## src/sv/dsmi_ram.sv

```systemverilog
// Generic single write port, single read port RAM with registered read.
// Used for the pending buffer and both index banks. No dependencies.
module dsmi_ram #(
   parameter int WIDTH = 39,
   parameter int DEPTH = 64
) (
   input  logic                     clock,
   input  logic                     we,
   input  logic [$clog2(DEPTH)-1:0] waddr,
   input  logic [WIDTH-1:0]         wdata,
   input  logic [$clog2(DEPTH)-1:0] raddr,
   output logic [WIDTH-1:0]         rdata
);

   logic [WIDTH-1:0] mem [DEPTH];

   always_ff @(posedge clock) begin
      if (we) begin
         mem[waddr] <= wdata;
      end
      rdata <= mem[raddr];
   end

endmodule

```

## config.mk

```make
export PLATFORM = sky130hd
export DESIGN_NAME = dsmi_ram
export DESIGN_NICKNAME = d
export VERILOG_FILES = /design/src/sv/dsmi_ram.sv
export SDC_FILE = /design/constraint.sdc
export NUM_CORES = 2
export LEC_CHECK = 0
export BUFFER_PORTS_ARGS = -buffer_cell sky130_fd_sc_hd__buf_2
export CAP_MARGIN = 15
export CORE_ASPECT_RATIO = 1.5
export CORE_MARGIN = 1
export CORE_UTILIZATION = 57
export CTS_CLUSTER_SIZE = 20
export DETAILED_ROUTE_END_ITERATION = 7
export PLACE_DENSITY_LB_ADDON = 0.05
export SYNTH_ARGS = -nofsm -noshare
export SYNTH_HDL_FRONTEND = slang
export SYNTH_SLANG_ARGS = --single-unit
```

## constraint.sdc

```tcl
create_clock -name clock -period 4.22 [get_ports clock]
set_input_delay 0.422 -clock clock [delete_from_list [all_inputs] [get_ports clock]]
set_output_delay 0.422 -clock clock [all_outputs]
set_load 0.01 [all_outputs]
```

Word level (Yosys, flattened, before mapping) --
Memory sizes are Yosys's and may differ from the RTL's. A register that Yosys moved wholly into a read port is not among the register bits. Index checks and enable logic that the tools add are counted.
Storage, ports and cells: bits in registers 0, memory bits (writable) 2496, input port bits 53, output and inout port bits 39, logic and storage cells 3, memories 1
Cells by class: multiplexer cells 2
Memories:
- mem | words 64, width 39, read ports 1, clocked after memory_dff 1, write ports 1, RTL line 15 | logic [WIDTH-1:0] mem [DEPTH];
Operators by type and width (number):
- 1-bit two-way mux | 2

Depth between registers and ports, before layout --
word-level depth 2, depth in mapped cells 9, depth with buffers taken out 5

Worst setup path after synthesis --
No wires, ideal clock.
path kind in2reg, start point in waddr[3], end point mem mem[48][0], enable pin, setup time 0.484 ns, arrival 3.590 ns, data required time 3.736 ns, setup slack 0.146 ns, stages 4, buffers on the path 1, cells stage by stage clkbuf_1 > nor2b_1 > nand4b_1 > nor3_1
RTL lines:
- start: declaration | RTL line 9 | input logic [$clog2(DEPTH)-1:0] waddr,
- end: declaration | RTL line 15
Straight into the memory's write port.

==> flow_summary_export.csv <==
group,metric,value,unit
synthesis,syn-num-nets,4112,
power,ir_worst_vdd,0.398,mV
setup_path,r2r_start,"mem[10][15]",
cts,cts_inserted_buffers,219,
routing,wl_per_cell,35.0,um
synthesis,netlist_instances,4059,
setup_path,rr_endpoint,"rdata[15]",
sta,finalHoldViolations,0,
routing,firstDrtPassIters,5,
cts,clk_latency,0.86,ns
placed_design,place.gp.congestion,0.792,
floorplan,core,166000,sq um
min_path,whs_path_depth,1,
cts,post-cts-setup-buffers,0,
setup_path,arrival,3.67,ns
setup_path,reg2reg_depth,4,
power,p_leak,0.0334,uW
global_route,grt_pass1_wl,337000,um
synthesis,syn_area,95400,sq um
global_route,grt.total_usage,0.288,
floorplan,start_util,0.574,
cts,cts-root-buf,"clkbuf_16",
cts,cts_tree,"built",
global_route,grt_pass1_vias,45600,
power,finalPower,51000,uW
synthesis,synth.ff_latch_count,2535,
sta,finalMaxSlewViolations,0,
routing,vias,45000,
routing,drcViolationCount,0,
flow_run,cap_violations,0,
sta,setup_tns,0,ns
min_path,hold_start,"wdata[12]",
min_path,min_to,"mem[63][12]",
cts,clkTransAtPathRegs,0.07,ns
global_route,antenna_found_initial,17,
sta,finalClockSkew,0.0259,ns
sta,worstMarginPinSlew,1.30,ns
floorplan,die_x,336,um
routing,drt-vias-per-instance,6.61,
cts,h-tree-depth,4,
synthesis,syn_avg_cell_area,23.5,sq um
placed_design,dpl.hpwl,133000,um
sta,timing.fmax,0.336,GHz
global_route,grt_overflow,0,
synthesis,yosysWarnings,0,
sta,min_period,2.98,ns
floorplan,design.die.area,169000,sq um
setup_path,criticalPathCategory,"input port to flip-flop",
layout,final_nets,4434,
setup_path,end_kind,"flip-flop",
layout,drive_gt1_frac,0.297,
sta,relSlewSlack,0.127,
floorplan,row_count,183,
setup_path,r2r_slack,1.86,ns
power,p_per_area,473,nW/um^2
layout,layout_commonest_cell,"edfxtp_1",
sta,rsz0062_at_grt,"false",
routing,drt-initial-drc-count,4946,
cts,clock-sinks,2535,
layout,final_cell_mix,"edfxtp_1 (2496), mux4_2 (614), clkbuf_16 (228)",
routing,wl,238000,um
setup_path,cp.required,4.92,ns
placed_design,portBuffers,91,
global_route,grt_max_degree,110,
synthesis,seq_area_frac_synth,0.794,
sta,setup_viol,0,
status,outcome,"finished, final reports clean",
floorplan,die_y,503,um
routing,antenna_left,0,
floorplan,pin_count,92,
layout,syn2layout_area_growth,13.0,%
setup_path,worstPathMaxFanout,25,
min_path,min_path_type,"input port to flip-flop",
cts,max-clock-path-buffers,3,
synthesis,yosysUniqueCellTypes,43,
setup_path,cp-start-kind,"input port",
sta,period_share,0.705,
registers in the layout, summed over array words and instances (netlist names):
register / cells
rdata: 39
mem: 2496
cells in the mapped netlist (all sizes together):
| cell | instances | area [sq um] |
|---|---|---|
| nand3 | 23 | 115 |
| mux2i | 55 | 551 |
| o21ai | 24 | 120 |
| o22ai | 159 | 995 |
| buf | 147 | 991 |
| o221ai | 22 | 193 |
| nand4 | 2 | 12.5 |
| nor3 | 3 | 15.0 |
| mux4 | 614 | 13800 |
| nand4b | 1 | 8.76 |
| mux2 | 26 | 293 |
| a211o | 1 | 8.76 |
| nor2b | 27 | 169 |
| and4 | 6 | 52.6 |
| nor4 | 31 | 194 |
| nand3b | 2 | 15.0 |
| a22oi | 41 | 308 |
| o21a | 12 | 90.1 |
| a221oi | 16 | 140 |
| a2111oi | 3 | 26.3 |
| and2 | 5 | 31.3 |
| edfxtp | 2496 | 75000 |
| nor2 | 91 | 342 |
| a21oi | 24 | 120 |
| clkbuf | 77 | 289 |
| nand2b | 12 | 75.1 |
| or2 | 3 | 18.8 |
| a2bb2oi | 7 | 61.3 |
| nand2 | 36 | 135 |
| a22o | 12 | 105 |
| or3b | 1 | 8.76 |
| and2b | 1 | 7.51 |
| o22a | 8 | 70.1 |
| o211ai | 6 | 45.0 |
| and3 | 5 | 31.3 |
| or3 | 2 | 12.5 |
| dfxtp | 39 | 781 |
| a211oi | 19 | 143 |
through the flow:
step                      cell area [sq um]  cells   util  setup WS (ns)  hold WS (ns)
after floorplan                       95400   4059      -          0.146         0.521
after global placement               100000   6357  0.603          0.199         0.826
after detailed placement             100000   6362  0.603          0.427         0.825
after CTS                            107000   6778  0.647           1.32         0.180
after global routing                 108000   6798  0.649           1.22        0.0611
final                                108000   6803  0.649           1.24        0.0518
critical path, cell delays in order:
cell       delay (ns)
buf_2            0.66
nand2b_2         0.46
buf_4            0.37
o22ai_1          0.16
nor4_1           1.10
a2bb2oi_1        0.45
layout make-up:
class                      instances  area (sq um)
tap                             2220          2780
clock buffer                     309          6260
multi-input combinational       1300         18800
clock inverter                   107          1100
timing repair buffer             325          2980
fill                           10800         58300
sequential                      2535         75700
antenna                            7          17.5
power breakdown:
group	internal (uW)	switching [uW]
clock	11700	8840
combinational	960	1550
sequential	27900	110
how the worst max path moves through the flow:
stage                        start    endpoint  slack (ns)  depth (start not counted)
final                     raddr[4]   rdata[15]        1.24                          6
after global routing      raddr[0]   rdata[15]        1.22                          8
after CTS                 raddr[0]   rdata[15]        1.32                          8
after detailed placement  raddr[0]   rdata[15]        0.43                          8
after global placement    raddr[0]   rdata[30]        0.20                          8
after floorplan           waddr[3]  mem[48][0]        0.15                          4
routing by layer:
metal,track usage,vias to the layer above,part of all wire
li1,-,18200,-
met1,0.399,24600,0.39
met2,0.489,1869,0.52
met3,0.0392,327,0.073
met4,0.0729,2,0.022
met5,0,-,0.000034
logic make-up after synthesis:
group                  share of synthesized area
buffers and inverters                     0.0134
and+or+nand+nor                           0.0130
AOI/OAI and AO/OA                         0.0254
DFF                                        0.794
muxes                                      0.154
what timing repair did:
item                      4_1_cts  5_1_grt
hold endpoints to repair        0       78
hold buffers                    0        7
resized for setup               0        0
Note: power is estimated with default switching activity, not from simulation.
